==> src/sv/kf2_pkg.sv <==
// Shared types, operation codes and command encodings for the two-state Kalman filter.
package kf2_pkg;

    // Item operation codes carried by the mode field.
    localparam logic [1:0] MODE_PREDICT = 2'd0;
    localparam logic [1:0] MODE_UPDATE  = 2'd1;
    localparam logic [1:0] MODE_RESTART = 2'd2;

    // Configuration register indexes.
    localparam logic [1:0] REG_PLANT_NOISE   = 2'd0;
    localparam logic [1:0] REG_SENSOR_NOISE  = 2'd1;
    localparam logic [1:0] REG_INITIAL_ERROR = 2'd2;

    // Register file addresses inside the datapath.
    localparam int NUM_SLOTS = 16;
    localparam int SLOT_BITS = 4;
    typedef logic [SLOT_BITS-1:0] slot_t;

    localparam slot_t R_SPD  = 4'd0;
    localparam slot_t R_RAT  = 4'd1;
    localparam slot_t R_P0   = 4'd2;
    localparam slot_t R_P1   = 4'd3;
    localparam slot_t R_P2   = 4'd4;
    localparam slot_t R_P3   = 4'd5;
    localparam slot_t R_DT   = 4'd6;
    localparam slot_t R_Z    = 4'd7;
    localparam slot_t R_H    = 4'd8;
    localparam slot_t R_T0   = 4'd9;
    localparam slot_t R_T1   = 4'd10;
    localparam slot_t R_T2   = 4'd11;
    localparam slot_t R_T3   = 4'd12;
    localparam slot_t R_T4   = 4'd13;
    localparam slot_t R_Q    = 4'd14;
    localparam slot_t R_ONE  = 4'd15;

    // Datapath operations.
    localparam logic [2:0] OP_ADD  = 3'd0;
    localparam logic [2:0] OP_SUB  = 3'd1;
    localparam logic [2:0] OP_MUL  = 3'd2;
    localparam logic [2:0] OP_DIV  = 3'd3;
    localparam logic [2:0] OP_HALF = 3'd4;
    localparam logic [2:0] OP_MOV  = 3'd5;
    localparam logic [2:0] OP_ZERO = 3'd6;
    localparam logic [2:0] OP_SFLR = 3'd7;

    // One microinstruction: dst = a op b.
    typedef struct packed {
        logic [2:0] op;
        slot_t      dst;
        slot_t      src_a;
        slot_t      src_b;
    } uop_t;

    // Controller to datapath.
    typedef struct packed {
        logic  load;   // capture item fields and constants
        logic  start;  // begin the microinstruction in uop
        uop_t  uop;
    } kf2_cmd_t;

    // Datapath to controller.
    typedef struct packed {
        logic done;    // the started microinstruction has written back
    } kf2_sts_t;

    localparam int PROG_LEN = 32;
    localparam int PC_BITS  = 5;

    // Microprograms; a program ends with the first OP_ZERO to R_ONE marker.
    function automatic uop_t mk(logic [2:0] op, slot_t d, slot_t a, slot_t b);
        uop_t u;
        u.op = op; u.dst = d; u.src_a = a; u.src_b = b;
        return u;
    endfunction

    localparam uop_t END_UOP = '{op: OP_ZERO, dst: R_ONE, src_a: R_ONE, src_b: R_ONE};

    function automatic uop_t prog_predict(logic [PC_BITS-1:0] pc);
        uop_t u;
        u = END_UOP;
        case (pc)
            5'd0:  u = mk(OP_MUL, R_T0, R_P2, R_DT);
            5'd1:  u = mk(OP_ADD, R_T0, R_P0, R_T0);   // fp0
            5'd2:  u = mk(OP_MUL, R_T1, R_P3, R_DT);
            5'd3:  u = mk(OP_ADD, R_T2, R_P1, R_T1);   // fp1
            5'd4:  u = mk(OP_MUL, R_T3, R_RAT, R_DT);
            5'd5:  u = mk(OP_ADD, R_SPD, R_SPD, R_T3);
            5'd6:  u = mk(OP_MUL, R_T3, R_T2, R_DT);
            5'd7:  u = mk(OP_ADD, R_T0, R_T0, R_T3);
            5'd8:  u = mk(OP_ADD, R_P0, R_T0, R_Q);
            5'd9:  u = mk(OP_MOV, R_P1, R_T2, R_T2);
            5'd10: u = mk(OP_ADD, R_P2, R_P2, R_T1);
            5'd11: u = mk(OP_ADD, R_P3, R_P3, R_Q);
            default: u = END_UOP;
        endcase
        return u;
    endfunction

    // R_Q holds the sensor noise during an update.
    function automatic uop_t prog_update(logic [PC_BITS-1:0] pc);
        uop_t u;
        u = END_UOP;
        case (pc)
            5'd0:  u = mk(OP_SFLR, R_T0, R_P0, R_Q);   // S with floor
            5'd1:  u = mk(OP_DIV, R_T1, R_P0, R_T0);   // k0
            5'd2:  u = mk(OP_DIV, R_T2, R_P2, R_T0);   // k1
            5'd3:  u = mk(OP_SUB, R_T3, R_Z, R_SPD);   // y
            5'd4:  u = mk(OP_MUL, R_T4, R_T1, R_T3);
            5'd5:  u = mk(OP_ADD, R_SPD, R_SPD, R_T4);
            5'd6:  u = mk(OP_MUL, R_T4, R_T2, R_T3);
            5'd7:  u = mk(OP_ADD, R_RAT, R_RAT, R_T4);
            5'd8:  u = mk(OP_SUB, R_T1, R_ONE, R_T1);  // 1 - k0
            5'd9:  u = mk(OP_MUL, R_T3, R_T2, R_P0);
            5'd10: u = mk(OP_SUB, R_P2, R_P2, R_T3);
            5'd11: u = mk(OP_MUL, R_T3, R_T2, R_P1);
            5'd12: u = mk(OP_SUB, R_P3, R_P3, R_T3);
            5'd13: u = mk(OP_MUL, R_P0, R_T1, R_P0);
            5'd14: u = mk(OP_MUL, R_P1, R_T1, R_P1);
            default: u = END_UOP;
        endcase
        return u;
    endfunction

    // R_Q holds the initial error during a restart.
    function automatic uop_t prog_restart(logic [PC_BITS-1:0] pc);
        uop_t u;
        u = END_UOP;
        case (pc)
            5'd0: u = mk(OP_ZERO, R_SPD, R_SPD, R_SPD);
            5'd1: u = mk(OP_ZERO, R_RAT, R_RAT, R_RAT);
            5'd2: u = mk(OP_MOV, R_P0, R_Q, R_Q);
            5'd3: u = mk(OP_ZERO, R_P1, R_P1, R_P1);
            5'd4: u = mk(OP_ZERO, R_P2, R_P2, R_P2);
            5'd5: u = mk(OP_MOV, R_P3, R_Q, R_Q);
            default: u = END_UOP;
        endcase
        return u;
    endfunction

    // Look-ahead program, run after every operation.
    function automatic uop_t prog_look(logic [PC_BITS-1:0] pc);
        uop_t u;
        u = END_UOP;
        case (pc)
            5'd0: u = mk(OP_MUL, R_T0, R_SPD, R_H);
            5'd1: u = mk(OP_MUL, R_T1, R_RAT, R_H);
            5'd2: u = mk(OP_MUL, R_T1, R_T1, R_H);
            5'd3: u = mk(OP_HALF, R_T1, R_T1, R_T1);
            5'd4: u = mk(OP_ADD, R_T0, R_T0, R_T1);
            default: u = END_UOP;
        endcase
        return u;
    endfunction

endpackage

==> src/sv/kf2_datapath.sv <==
// Datapath: register slots, saturating adder, multiplier and serial divider.
module kf2_datapath #(
    parameter int WORD_BITS = 32,
    parameter int FRAC_BITS = 16
) (
    input  logic                 clk,
    input  logic                 rst_n,
    input  kf2_pkg::kf2_cmd_t    cmd,
    output kf2_pkg::kf2_sts_t    sts,
    input  logic [1:0]           mode,
    input  logic [30:0]          step_time,
    input  logic signed [31:0]   measurement,
    input  logic [30:0]          horizon,
    input  logic [30:0]          plant_noise,
    input  logic [30:0]          sensor_noise,
    input  logic [30:0]          initial_error,
    output logic signed [31:0]   speed,
    output logic signed [31:0]   rate,
    output logic signed [31:0]   angle_delta
);
    import kf2_pkg::*;

    localparam int W   = WORD_BITS;
    localparam int W2  = 2 * WORD_BITS;
    localparam int DIV_STEPS = WORD_BITS + FRAC_BITS;
    localparam int CNT_BITS  = $clog2(DIV_STEPS + 1);
    localparam logic signed [W-1:0] WMAX = {1'b0, {(W-1){1'b1}}};
    localparam logic signed [W-1:0] WMIN = {1'b1, {(W-1){1'b0}}};
    localparam logic [W-1:0] UMAX = {1'b0, {(W-1){1'b1}}};

    // Saturate an unsigned 31-bit field to the word.
    function automatic logic signed [W-1:0] fit31(logic [30:0] v);
        logic [63:0] e;
        e = {33'd0, v};
        if (e > {{(64-W){1'b0}}, UMAX}) return WMAX;
        return W'(e);
    endfunction

    // Saturate a signed 32-bit field to the word.
    function automatic logic signed [W-1:0] fit32(logic signed [31:0] v);
        logic signed [64:0] e;
        e = 65'(v);
        if (e > 65'(WMAX)) return WMAX;
        if (e < 65'(WMIN)) return WMIN;
        return W'(e);
    endfunction

    function automatic logic signed [31:0] out32(logic signed [W-1:0] v);
        logic signed [64:0] e;
        e = 65'(v);
        if (e > 65'sd2147483647) return 32'sh7FFFFFFF;
        if (e < -65'sd2147483648) return 32'sh80000000;
        return e[31:0];
    endfunction

    function automatic logic signed [W-1:0] sat_add(logic signed [W-1:0] a,
                                                    logic signed [W-1:0] b);
        logic signed [W:0] s;
        s = {a[W-1], a} + {b[W-1], b};
        if (s[W] != s[W-1]) return s[W] ? WMIN : WMAX;
        return s[W-1:0];
    endfunction

    function automatic logic signed [W-1:0] sat_sub(logic signed [W-1:0] a,
                                                    logic signed [W-1:0] b);
        logic signed [W:0] s;
        s = {a[W-1], a} - {b[W-1], b};
        if (s[W] != s[W-1]) return s[W] ? WMIN : WMAX;
        return s[W-1:0];
    endfunction

    // Saturate a sign and a magnitude to the word.
    function automatic logic signed [W-1:0] sat_mag(logic neg, logic [W2+FRAC_BITS-1:0] m);
        if (neg) begin
            if (m > (W2+FRAC_BITS)'(UMAX) + 1'b1) return WMIN;
            return W'(-$signed({1'b0, m}));
        end
        if (m > (W2+FRAC_BITS)'(UMAX)) return WMAX;
        return W'(m);
    endfunction

    logic signed [W-1:0] slot_reg [NUM_SLOTS];
    logic signed [W-1:0] a_val, b_val;
    logic [W-1:0]        a_mag, b_mag;

    assign a_val = slot_reg[cmd.uop.src_a];
    assign b_val = slot_reg[cmd.uop.src_b];
    assign a_mag = a_val[W-1] ? W'(-a_val) : W'(a_val);
    assign b_mag = b_val[W-1] ? W'(-b_val) : W'(b_val);

    // Multiplier: operand magnitudes registered, product registered, then scaled.
    localparam logic [1:0] M_IDLE = 2'd0;
    localparam logic [1:0] M_PROD = 2'd1;
    localparam logic [1:0] M_SAT  = 2'd2;
    logic [1:0]      mstate_reg, mstate_next;
    logic [W2-1:0]   prod_reg;
    logic            neg_reg;

    // Divider: restoring, one quotient bit per cycle.
    logic                          div_busy_reg;
    logic [CNT_BITS-1:0]           div_cnt_reg;
    logic [W+FRAC_BITS-1:0]        div_num_reg;
    logic [W:0]                    div_rem_reg;
    logic [W+FRAC_BITS-1:0]        div_q_reg;
    logic [W-1:0]                  div_den_reg;
    logic [W:0]                    rem_shift;
    logic                          div_last;

    assign rem_shift = {div_rem_reg[W-1:0], div_num_reg[W+FRAC_BITS-1]};
    assign div_last  = (div_cnt_reg == CNT_BITS'(DIV_STEPS - 1));

    logic signed [W-1:0] s_val, alu_res;
    logic                wr_en;
    logic signed [W-1:0] wr_data;

    // Combinational ALU results.
    always_comb
    begin
        s_val = sat_add(a_val, b_val);
        alu_res = '0;
        case (cmd.uop.op)
            OP_ADD:  alu_res = s_val;
            OP_SUB:  alu_res = sat_sub(a_val, b_val);
            OP_HALF: alu_res = a_val[W-1] ? W'(-$signed({1'b0, a_mag >> 1}))
                                          : W'(a_mag >> 1);
            OP_MOV:  alu_res = a_val;
            OP_ZERO: alu_res = '0;
            OP_SFLR: alu_res = (s_val == '0) ? W'(1) : s_val;
            default: alu_res = '0;
        endcase
    end

    // Write back and done generation.
    always_comb
    begin
        wr_en   = 1'b0;
        wr_data = alu_res;
        mstate_next = mstate_reg;
        case (mstate_reg)
            M_IDLE:  if (cmd.start && cmd.uop.op == OP_MUL) mstate_next = M_PROD;
            M_PROD:  mstate_next = M_SAT;
            M_SAT:   mstate_next = M_IDLE;
            default: mstate_next = M_IDLE;
        endcase
        if (cmd.start && cmd.uop.op != OP_MUL && cmd.uop.op != OP_DIV) begin
            wr_en = 1'b1;
        end else if (mstate_reg == M_SAT) begin
            wr_en   = 1'b1;
            wr_data = sat_mag(neg_reg, (W2+FRAC_BITS)'(prod_reg >> FRAC_BITS));
        end else if (div_busy_reg && div_last) begin
            wr_en   = 1'b1;
            wr_data = sat_mag(neg_reg, (W2+FRAC_BITS)'(
                {div_q_reg[W+FRAC_BITS-2:0], (rem_shift >= {1'b0, div_den_reg})}));
        end
    end

    assign sts.done = wr_en;

    logic [W-1:0] ma_reg, mb_reg;
    slot_t        dst_reg;

    always_ff @(posedge clk or negedge rst_n)
    begin
        if (!rst_n) begin
            mstate_reg   <= M_IDLE;
            div_busy_reg <= 1'b0;
            div_cnt_reg  <= '0;
        end else begin
            mstate_reg <= mstate_next;
            if (cmd.start && cmd.uop.op == OP_DIV) begin
                div_busy_reg <= 1'b1;
                div_cnt_reg  <= '0;
            end else if (div_busy_reg) begin
                div_cnt_reg <= div_cnt_reg + 1'b1;
                if (div_last) div_busy_reg <= 1'b0;
            end
        end
    end

    // The filter state loads its reset value on every clock until reset release is seen.
    logic rst_n_seen_reg;
    always_ff @(posedge clk or negedge rst_n)
    begin
        if (!rst_n) rst_n_seen_reg <= 1'b0;
        else        rst_n_seen_reg <= 1'b1;
    end

    // Payload registers of the arithmetic units and register slots.
    always_ff @(posedge clk)
    begin
        if (cmd.start) begin
            dst_reg <= cmd.uop.dst;
            neg_reg <= a_val[W-1] ^ b_val[W-1];
            ma_reg  <= a_mag;
            mb_reg  <= b_mag;
        end
        if (mstate_reg == M_PROD) prod_reg <= W2'(ma_reg) * W2'(mb_reg);
        if (cmd.start && cmd.uop.op == OP_DIV) begin
            div_num_reg <= {a_mag, {FRAC_BITS{1'b0}}};
            div_den_reg <= b_mag;
            div_rem_reg <= '0;
            div_q_reg   <= '0;
        end else if (div_busy_reg) begin
            div_num_reg <= div_num_reg << 1;
            if (rem_shift >= {1'b0, div_den_reg}) begin
                div_rem_reg <= rem_shift - {1'b0, div_den_reg};
                div_q_reg   <= {div_q_reg[W+FRAC_BITS-2:0], 1'b1};
            end else begin
                div_rem_reg <= rem_shift;
                div_q_reg   <= {div_q_reg[W+FRAC_BITS-2:0], 1'b0};
            end
        end
        if (cmd.load) begin
            slot_reg[R_DT]  <= fit31(step_time);
            slot_reg[R_Z]   <= fit32(measurement);
            slot_reg[R_H]   <= fit31(horizon);
            slot_reg[R_ONE] <= fit31(31'(1) << FRAC_BITS);
            case (mode)
                MODE_UPDATE:  slot_reg[R_Q] <= fit31(sensor_noise);
                MODE_RESTART: slot_reg[R_Q] <= fit31(initial_error);
                default:      slot_reg[R_Q] <= fit31(plant_noise);
            endcase
        end
        if (wr_en) begin
            if (cmd.start) slot_reg[cmd.uop.dst] <= wr_data;
            else           slot_reg[dst_reg] <= wr_data;
        end
        if (!rst_n_seen_reg) begin
            slot_reg[R_SPD] <= '0;
            slot_reg[R_RAT] <= '0;
            slot_reg[R_P0]  <= fit31(31'(1) << FRAC_BITS);
            slot_reg[R_P1]  <= '0;
            slot_reg[R_P2]  <= '0;
            slot_reg[R_P3]  <= fit31(31'(1) << FRAC_BITS);
        end
    end

    assign speed       = out32(slot_reg[R_SPD]);
    assign rate        = out32(slot_reg[R_RAT]);
    assign angle_delta = out32(slot_reg[R_T0]);

endmodule

==> src/sv/kf2_ctrl.sv <==
// Controller: sequences microprograms for one item and runs both handshakes.
module kf2_ctrl (
    input  logic                clk,
    input  logic                rst_n,
    input  logic                in_valid,
    output logic                in_stall,
    input  logic [1:0]          mode,
    output logic                out_valid,
    input  logic                out_stall,
    output kf2_pkg::kf2_cmd_t   cmd,
    input  kf2_pkg::kf2_sts_t   sts
);
    import kf2_pkg::*;

    localparam logic [2:0] S_INIT  = 3'd0;
    localparam logic [2:0] S_IDLE  = 3'd1;
    localparam logic [2:0] S_ISSUE = 3'd2;
    localparam logic [2:0] S_WAIT  = 3'd3;
    localparam logic [2:0] S_LOOK  = 3'd4;
    localparam logic [2:0] S_LWAIT = 3'd5;
    localparam logic [2:0] S_OUT   = 3'd6;

    logic [2:0]         state_reg, state_next;
    logic [PC_BITS-1:0] pc_reg, pc_next;
    logic [1:0]         mode_reg;
    uop_t               uop;
    logic               accept;
    logic               multi;

    assign accept   = in_valid && (state_reg == S_IDLE);
    assign in_stall = (state_reg != S_IDLE);
    assign out_valid = (state_reg == S_OUT);

    // Multiply and divide write back later; every other operation writes at issue.
    assign multi = (uop.op == OP_MUL) || (uop.op == OP_DIV);

    // Select the current microinstruction.
    always_comb
    begin
        uop = END_UOP;
        if (state_reg == S_LOOK || state_reg == S_LWAIT) uop = prog_look(pc_reg);
        else begin
            case (mode_reg)
                MODE_PREDICT: uop = prog_predict(pc_reg);
                MODE_UPDATE:  uop = prog_update(pc_reg);
                MODE_RESTART: uop = prog_restart(pc_reg);
                default:      uop = END_UOP;
            endcase
        end
    end

    // Sequencing.
    always_comb
    begin
        state_next = state_reg;
        pc_next    = pc_reg;
        cmd.load   = accept;
        cmd.start  = 1'b0;
        cmd.uop    = uop;
        case (state_reg)
            S_INIT: state_next = S_IDLE;
            S_IDLE: if (accept) begin
                state_next = S_ISSUE;
                pc_next    = '0;
            end
            S_ISSUE: if (uop == END_UOP) begin
                state_next = S_LOOK;
                pc_next    = '0;
            end else begin
                cmd.start  = 1'b1;
                if (multi) state_next = S_WAIT;
                else       pc_next    = pc_reg + 1'b1;
            end
            S_WAIT: if (sts.done) begin
                state_next = S_ISSUE;
                pc_next    = pc_reg + 1'b1;
            end
            S_LOOK: if (uop == END_UOP) state_next = S_OUT;
                    else begin
                        cmd.start  = 1'b1;
                        if (multi) state_next = S_LWAIT;
                        else       pc_next    = pc_reg + 1'b1;
                    end
            S_LWAIT: if (sts.done) begin
                state_next = S_LOOK;
                pc_next    = pc_reg + 1'b1;
            end
            S_OUT: if (!out_stall) state_next = S_IDLE;
            default: state_next = S_IDLE;
        endcase
    end

    always_ff @(posedge clk or negedge rst_n)
    begin
        if (!rst_n) begin
            state_reg <= S_INIT;
            pc_reg    <= '0;
            mode_reg  <= MODE_PREDICT;
        end else begin
            state_reg <= state_next;
            pc_reg    <= pc_next;
            if (accept) mode_reg <= mode;
        end
    end

endmodule

==> src/sv/kalman_filter_two_state_top.sv <==
// Top level of the two-state Kalman filter: config registers, controller and datapath.
// One item at a time. Update is the slowest mode, mostly because of its two quotients
// on the restoring divider, which produces one quotient bit per cycle, and every
// multiply runs on the shared multiplier. A result holds on the outputs while stalled;
// the next item is taken once the result leaves. Configuration must be written only
// while idle; the block itself does not enforce this.
module kalman_filter_two_state_top #(
    parameter int WORD_BITS = 32,
    parameter int FRAC_BITS = 16
) (
    input  logic               clk,
    input  logic               rst_n,
    input  logic               in_valid,
    output logic               in_stall,
    input  logic [1:0]         mode,
    input  logic [30:0]        step_time,
    input  logic signed [31:0] measurement,
    input  logic [30:0]        horizon,
    output logic               out_valid,
    input  logic               out_stall,
    output logic signed [31:0] speed,
    output logic signed [31:0] rate,
    output logic signed [31:0] angle_delta,
    input  logic               cfg_valid,
    output logic               cfg_ready,
    input  logic [1:0]         cfg_index,
    input  logic [31:0]        cfg_data
);
    import kf2_pkg::*;

    logic [30:0] plant_noise_reg, sensor_noise_reg, initial_error_reg;
    kf2_cmd_t    cmd;
    kf2_sts_t    sts;

    assign cfg_ready = 1'b1;

    // Configuration registers.
    always_ff @(posedge clk or negedge rst_n)
    begin
        if (!rst_n) begin
            plant_noise_reg   <= 31'd655;
            sensor_noise_reg  <= 31'd65536;
            initial_error_reg <= 31'd65536;
        end else if (cfg_valid) begin
            case (cfg_index)
                REG_PLANT_NOISE:   plant_noise_reg   <= cfg_data[30:0];
                REG_SENSOR_NOISE:  sensor_noise_reg  <= cfg_data[30:0];
                REG_INITIAL_ERROR: initial_error_reg <= cfg_data[30:0];
                default: ;
            endcase
        end
    end

    kf2_ctrl u_ctrl (
        .clk(clk), .rst_n(rst_n),
        .in_valid(in_valid), .in_stall(in_stall), .mode(mode),
        .out_valid(out_valid), .out_stall(out_stall),
        .cmd(cmd), .sts(sts)
    );

    kf2_datapath #(.WORD_BITS(WORD_BITS), .FRAC_BITS(FRAC_BITS)) u_dp (
        .clk(clk), .rst_n(rst_n), .cmd(cmd), .sts(sts),
        .mode(mode), .step_time(step_time), .measurement(measurement),
        .horizon(horizon),
        .plant_noise(plant_noise_reg), .sensor_noise(sensor_noise_reg),
        .initial_error(initial_error_reg),
        .speed(speed), .rate(rate), .angle_delta(angle_delta)
    );

endmodule

==> config.mk <==
export PLATFORM = sky130hd
export DESIGN_NAME = kalman_filter_two_state_top
export DESIGN_NICKNAME = d
export VERILOG_FILES = /design/src/sv/kf2_pkg.sv /design/src/sv/kf2_datapath.sv /design/src/sv/kf2_ctrl.sv /design/src/sv/kalman_filter_two_state_top.sv
export SDC_FILE = /design/constraint.sdc
export NUM_CORES = 2
export LEC_CHECK = 0
export BUFFER_PORTS_ARGS = -buffer_cell sky130_fd_sc_hd__clkbuf_2
export CORE_MARGIN = 2
export CORE_UTILIZATION = 50
export DETAILED_ROUTE_END_ITERATION = 10
export PLACE_DENSITY = 0.66
export SYNTH_ARGS = -nofsm -noshare
export SYNTH_HDL_FRONTEND = slang
export SYNTH_SLANG_ARGS = --single-unit
==> constraint.sdc <==
create_clock -name clk -period 25.7 [get_ports clk]
set_input_delay 0 -clock clk [delete_from_list [all_inputs] [get_ports clk]]
set_output_delay 0 -clock clk [all_outputs]
set_load 0.03 [all_outputs]
==> metrics.txt <==
status=finished, final reports clean; final setup violation count=0; gp weighted congestion=roughly 0.98; Adder-Cell Fraction of Synth Area=about a quarter; WL final=approximately 280000 um; Synth Area in Simple Gates=between 15 and 20%; placed instance area=approximately 0.09 mm2; EDFF count, synth=693; Inserted Clock Buffers=90; # nets final=10600; CP max stage delay=1.00 ns; Clock Path Buffers=3; Synth async-reset ratio=between 10% and 20%; IO Count=234; post-CTS sizing=0; relative slew slack=about 5.6%; compound-cell area share of the yosys netlist=11.1%; crit path time final=approximately 14 ns; DRT iter0 DRCs=about 6700; number of max-cap violations=0; pin count of the biggest net entering global routing=approximately 160; Max Transition Viols Final=0; largest family of logic cells by synthesized area=adder cells; clk sink count=~890; first-pass GRT wire length=425000 um; Final TNS setup=0 ns; Hold-fix buffers, CTS=140; final hold vios=0; CP required=26.12 ns; die height=~420 um; Clock Skew=around 0.095 ns; Die Area=between 0.15 and 0.2 mm2; CP Capture Type=flop; layout cell share with drive strength beyond 1=just under 9%; ys flop type=edfxtp_1; DPL Wire Length=between 150000 and 200000 um; Critical Path AT=14.55 ns; Initial DRT Pass Iterations=6; YS warnings=0; crit-path max FO=75; critical path type=reg -> reg; WL per Instance=between 20 and 25 um; CTS tree=done; number of port buffers=between 200 and 250; Yosys cell types=106; Mapped Area=about 0.086 mm2; Routed Antenna Nets=0; Setup Fix Bufs, Post-CTS=0; Seq cells post-synth=~890; clk_lat worst skew=0.76 ns; Startpoint Class=flop; worst hold path class=in -> reg; Avg Inst Size Synth=9.30 um2; Final Cycle Share=55.0%; FMAX=~0.071 GHz; Clock transition at path regs=0.06 ns; mux share of post-synthesis cell area=around 7%; final instance area=about 0.093 mm2; RSZ-0062 raised after global routing=false; core area=0.171 mm2; Syn Inst Count=just over 9000; vias in the first global route=about 70000; Die X=~420 um; row count=152; vias per cell=roughly 6; total grt overflow=0; GRT Overall Usage=31.8%; number of remaining DRC errors=0; Worst path slowest cell=a211oi_2; Seq/Total Area, Yosys=29.3%; Starting Density=roughly half; htree depth=3; via count=roughly 70000; Worst Tran Pin Value=approximately 1.4 ns; Root Buffer=clkbuf_16; initial antenna violation count=5; xor/xnor share of the synthesized area=1.80%; max reg flops=512; area growth from synthesis to layout=8.56%
[stage by stage]
stage	cells	utilization (%)	hold slack [ns]	worst slack, ns
6_report	11600	54.5	0.0342	11.56
2_1_floorplan	9247	-	-0.296	15.35
3_3_place_gp	11300	51.9	0.0505	12.00
5_1_grt	11600	54.5	0.0476	11.02
4_1_cts	11600	54.5	0.00235	11.84
3_5_place_dp	11300	51.9	0.0568	11.85
[critical path: cells and delay by family, from the launching register on]
kind | cells | cell delay, ns
DFF | 1 | 0.56
muxes | 1 | 0.18
and+or+nand+nor | 13 | 3.32
buffers and inverters | 7 | 3.01
adders and majority gates | 3 | 1.18
AOI/OAI and AO/OA | 14 | 5.14
xor gates and xnor gates | 1 | 0.19
[cells in the mapped netlist, drive strengths merged (95+ instances only)]
library cell	n	area [um2]
nand2	1469	5520
inv	1196	4490
fa	898	18000
edfxtp	693	20800
clkbuf	591	2220
nor2	578	2170
mux2i	430	4300
ha	372	4650
o21ai	354	1790
and2	325	2030
a21oi	297	1490
nand3	165	841
xnor2	139	1220
a211oi	130	988
mux2	117	1320
buf	112	616
nor3	107	573
dfrtp	105	2630
a31oi	95	594
[routing by layer]
metal	track usage (%)	vias up	part of all wire, %
met2	51.7	3358	46
met4	18.5	4	6.6
met1	40.8	34800	39
li1	-	30600	-
met3	4.27	781	7.9
met5	0	-	0.0097
[area by class of cell]
cell class / instances / area [um2]
repair buffers: 559 / 4030
well taps: 2310 / 2890
flip-flops and latches: 885 / 25200
clock buffers: 126 / 2520
clock inverters: 41 / 469
multi-input cells: 6458 / 53700
diodes: 3 / 7.51
inverters: 1201 / 4510
fillers: 15200 / 78000
[path summary, 6_finish.rpt]
check,slack [ns],from,depth (start not counted),to
max in group asynchronous,24.30,rst_n,4,u_dp.div_busy_reg$_DFF_PN0_
hold reg to reg,0.49,u_dp.div_num_reg[30]$_DFFE_PP_,2,u_dp.div_num_reg[31]$_DFFE_PP_
hold / removal,0.03,mode[1],4,u_ctrl.mode_reg[1]$_DFFE_PN0P_
setup reg to reg,11.56,u_ctrl.pc_reg[0]$_DFFE_PN0P_,39,u_dp.slot_reg[13][16]$_DFFE_PP_
setup / recovery,11.56,u_ctrl.pc_reg[0]$_DFFE_PN0P_,39,u_dp.slot_reg[13][16]$_DFFE_PP_
min in group asynchronous,0.41,rst_n,3,plant_noise_reg[9]$_DFFE_PN1P_
[cell usage in the layout, fill, tap and decap left out, drive strengths merged, types with 165 or more instances in the layout]
| cell type | instances |
|---|---|
| buf | 190 |
| ha | 372 |
| edfxtp | 693 |
| nor2 | 578 |
| clkbuf | 356 |
| inv | 1199 |
| nand2 | 1469 |
| fa | 898 |
| o21ai | 354 |
| mux2i | 430 |
| and2 | 325 |
| a21oi | 297 |
| nand3 | 165 |
[cells by family after synthesis]
family / count (synthesis)
xor gates and xnor gates: 176
muxes: 572
other: 1
adders and majority gates: 1270
AOI/OAI and AO/OA: 1437
buffers and inverters: 1904
DFF: 885
and+or+nand+nor: 3001
Power is left out: the tool's default activity adds up to more than one toggle a clock period on the data nets, which glitch-free logic cannot reach.
